==> src/hw/rtl/hscl_ram.sv <==
// Generic single-clock RAM with one write port and one registered read port.
// Self-contained; no package needed.
module hscl_ram #(
    parameter int WIDTH = 8,
    parameter int DEPTH = 16
) (
    input  logic                     i_clk,
    input  logic                     i_we,
    input  logic [$clog2(DEPTH)-1:0] i_waddr,
    input  logic [WIDTH-1:0]         i_wdata,
    input  logic [$clog2(DEPTH)-1:0] i_raddr,
    output logic [WIDTH-1:0]         o_rdata
);
    logic [WIDTH-1:0] r_mem [DEPTH];
    logic [WIDTH-1:0] r_rdata;

    always_ff @(posedge i_clk) begin
        if (i_we) begin
            r_mem[i_waddr] <= i_wdata;
        end
        r_rdata <= r_mem[i_raddr];
    end

    assign o_rdata = r_rdata;
endmodule

==> config.mk <==
export PLATFORM = sky130hd
export DESIGN_NAME = hscl_ram
export DESIGN_NICKNAME = d
export VERILOG_FILES = /design/src/hw/rtl/hscl_ram.sv
export SDC_FILE = /design/constraint.sdc
export NUM_CORES = 1
export LEC_CHECK = 0
export ABC_AREA = 1
export BUFFER_PORTS_ARGS = -buffer_cell sky130_fd_sc_hd__buf_4
export CELL_PAD_IN_SITES_DETAIL_PLACEMENT = 0
export CELL_PAD_IN_SITES_GLOBAL_PLACEMENT = 1
export CORE_UTILIZATION = 40
export CTS_CLUSTER_SIZE = 16
export DETAILED_ROUTE_END_ITERATION = 8
export PLACE_DENSITY_LB_ADDON = 0.05
export SLEW_MARGIN = 20
export SYNTH_ARGS = -nofsm -noshare
export SYNTH_HDL_FRONTEND = slang
export SYNTH_SLANG_ARGS = --single-unit
==> constraint.sdc <==
create_clock -name i_clk -period 1.5 [get_ports i_clk]
set_input_delay 0.225 -clock i_clk [delete_from_list [all_inputs] [get_ports i_clk]]
set_output_delay 0.225 -clock i_clk [all_outputs]
set_load 0.05 [all_outputs]
==> results.txt <==
----------------------------------------------------
[Clock network]
  TritonCTS buffer count ... 17
  Worst-Skew Late Latency ... 0.42 ns
  Number of buffers inserted by post-CTS setup repair ... 0
  Number of clock sinks ... 136
  Clk pin slew, worst setup/hold paths ... around 0.06 ns
  Depth of the CTS H-tree ... 4
  Post-CTS Hold Buffers ... 0
  Max Buffers Root-to-Sink ... 2
  Cells resized by post-CTS repair ... 0
  Clock Tree Root ... clkbuf_16
  CTS tree ... done

[Setup path]
  Arrival time reported for the critical path endpoint ... 1.01 ns
  Cells on worst reg2reg path ... 6
  Crit path launch type ... flip-flop
  Kind of end point of the critical path ... output port
  Number of logic stages on the critical path including buffering ... 1
  Crit path buffers/inverters ... 1
  Slowest cell delay on critical path ... 0.37 ns
  Critical path cell sequence ... buf_4
  Required time of the worst setup path ... 1.27 ns
  Max stage delay cell, worst path ... dfxtp_1
  WS Path Type ... reg -> out
  Largest fanout on the critical path ... 1
  Top Family by Delay on Critical Path ... flip-flops

[Timing]
  Highest clock rate ... between 800 and 900 MHz
  Max Clock Skew ... 0.006832 ns
  Least-Margin Pin Slew ... 0.3429 ns
  Final hold slack ... 0.1386 ns
  Final clock period utilization by the worst path ... 0.8238
  Final critical delay including setup and external delays ... 1.236 ns
  Slew margin rel. ... 0.7714
  Number of pins exceeding their max-slew limit in the final report ... 0
  Summed negative setup slack over all endpoints ... 0 ns
  Endpoints failing hold ... 0
  Setup repair after global routing missed its margin ... no
  Final setup violation count ... 0

[Yosys]
  Synth Register Bits ... about 140
  Post-synthesis cell type count ... 12
  Post-synth design cell area ... 5767 sq um
  Yosys warnings ... 0
  Part of the Yosys area used for sequential elements ... 0.6943
  Syn Nets ... 569
  Mean cell area of the mapped netlist ... 10.47 sq um
  Post-Syn Instances ... between 500 and 600

[Detailed routing]
  Number of iterations in the first detailed-routing pass ... 4
  Antenna Violating Nets Remaining ... 0
  Wire length reported by the detailed router ... approximately 14,000 um
  Ratio of routed vias to standard cells ... 4.694
  DRC Markers ... 0
  Initial detailed-routing violation count ... between 150 and 200
  Post-detailed-route wirelength per cell ... 17.48 um
  Vias post-DR ... 3,699

[Floorplanning]
  # rows ... 43
  DIE WIDTH ... approximately 120 um
  Core outline area ... 13,990 sq um
  Die Ht ... 122.1 um
  Die area ... 14,900 sq um
  Initial core utilization ... 0.4123
  IO Count ... 26

[Outcome]
  Run status ... finished clean

[Layout]
  Final standard cell utilization of the core ... 0.4910
  Post-layout nets ... 613
  Most frequent standard cell in the layout excluding fill and tap cells ... nand2_1
  Ant. Diodes ... 0
  Count of filler cells inserted in the layout ... 1,285
  Area delta synth->final ... 19.09%
  Commonest cells after routing, fill and taps aside ... nand2_1 (173), edfxtp_1 (128), inv_1 (100)
  Layout cell share with drive strength beyond 1 ... 0.1299

[Power]
  Power per unit of standard cell area ... 1359 nW/um^2
  Static Leakage ... slightly below 3 nW
  Highest ir drop seen on vdd ... 756.1 uV

[Placed design]
  Count of buffers from port buffering ... 25
  HPWL after detailed placement ... 8642 um
  Final estimated routing congestion in global placement ... 0.7903

[Min path]
  Path class of the lowest-slack min-delay path ... in -> reg
  Number of instances on the worst hold path ... 3

[Global routing]
  Antenna violations before repair ... 0
  Combined global-route utilization of all metal layers ... 0.2054
  Maximum number of pins on one net before global-route repair ... 33
  Total global routing overflow ... 0
  Global-route wire length before repair ... 21,380 um
  Number of global-route vias before repair ... 3,626

[Run]
  Number of max-capacitance violations reported ... 0

----------------------------------------------------
-- metal layers --
metal | up-vias | routed length (um) | GRT usage
met5 | - | 0 | 0
met4 | 0 | 183 | 0.07165
met3 | 12 | 491 | 0.05337
met2 | 62 | 6546 | 0.3157
met1 | 1760 | 6555 | 0.2812
li1 | 1865 | - | -
-- path summary, 6_finish.rpt --
check | startpoint | endpoint | slack [ns]
worst max register to register | r_mem[1][7] | o_rdata[7] | 0.47
worst max-delay path | o_rdata[5] | o_rdata[5] | 0.26
worst min-delay path | i_raddr[3] | o_rdata[4] | 0.14
worst min register to register | r_mem[14][7] | o_rdata[7] | 0.67
-- flip-flops by register name, summed over array words and instances (netlist names) --
name / count
o_rdata: 8
r_mem: 128
-- power by group --
group	switching, W	internal (W)
sequential	0.0000256	0.00425
combinational	0.000457	0.000196
clock	0.00151	0.00290
total	0.00199	0.00734
-- logic make-up after synthesis --
group                  share of synthesized area
DFF                                       0.6943
buffers and inverters                    0.09525
and+or+nand+nor                           0.2105
-- cells in the mapped netlist --
cell type,number,area share
dfxtp_1,8,0.028
inv_1,100,0.065
inv_2,2,0.0013
buf_4,4,0.0052
nand3_1,97,0.084
buf_6,6,0.012
buf_2,13,0.011
buf_1,1,0.00065
nand2_1,173,0.11
nor2_1,17,0.011
nand3b_1,2,0.0026
edfxtp_1,128,0.67
-- layout make-up --
class                   instances  area, sq um  area share
clock buffers                  23        478.0     0.06959
clock inverters                 9        146.4     0.02132
inverters                     102        382.9     0.05575
multi-input cells             289         1214      0.1767
flip-flops and latches        136         4004      0.5830
well taps                     180        225.2     0.03279
repair buffers                 49        417.9     0.06085
-- through the flow --
stage	power, W	cell area, sq um	cells	setup slack [ns]
3_3_place_gp	0.005016	6243	756	0.09318
3_5_place_dp	0.005020	6243	756	0.06374
4_1_cts	0.009407	6868	788	0.2474
6_report	0.009331	6868	788	0.2644
2_1_floorplan	0.004735	5767	551	0.3242
5_1_grt	0.009647	6868	788	0.2273
Note: power is estimated with default switching activity, not from simulation.
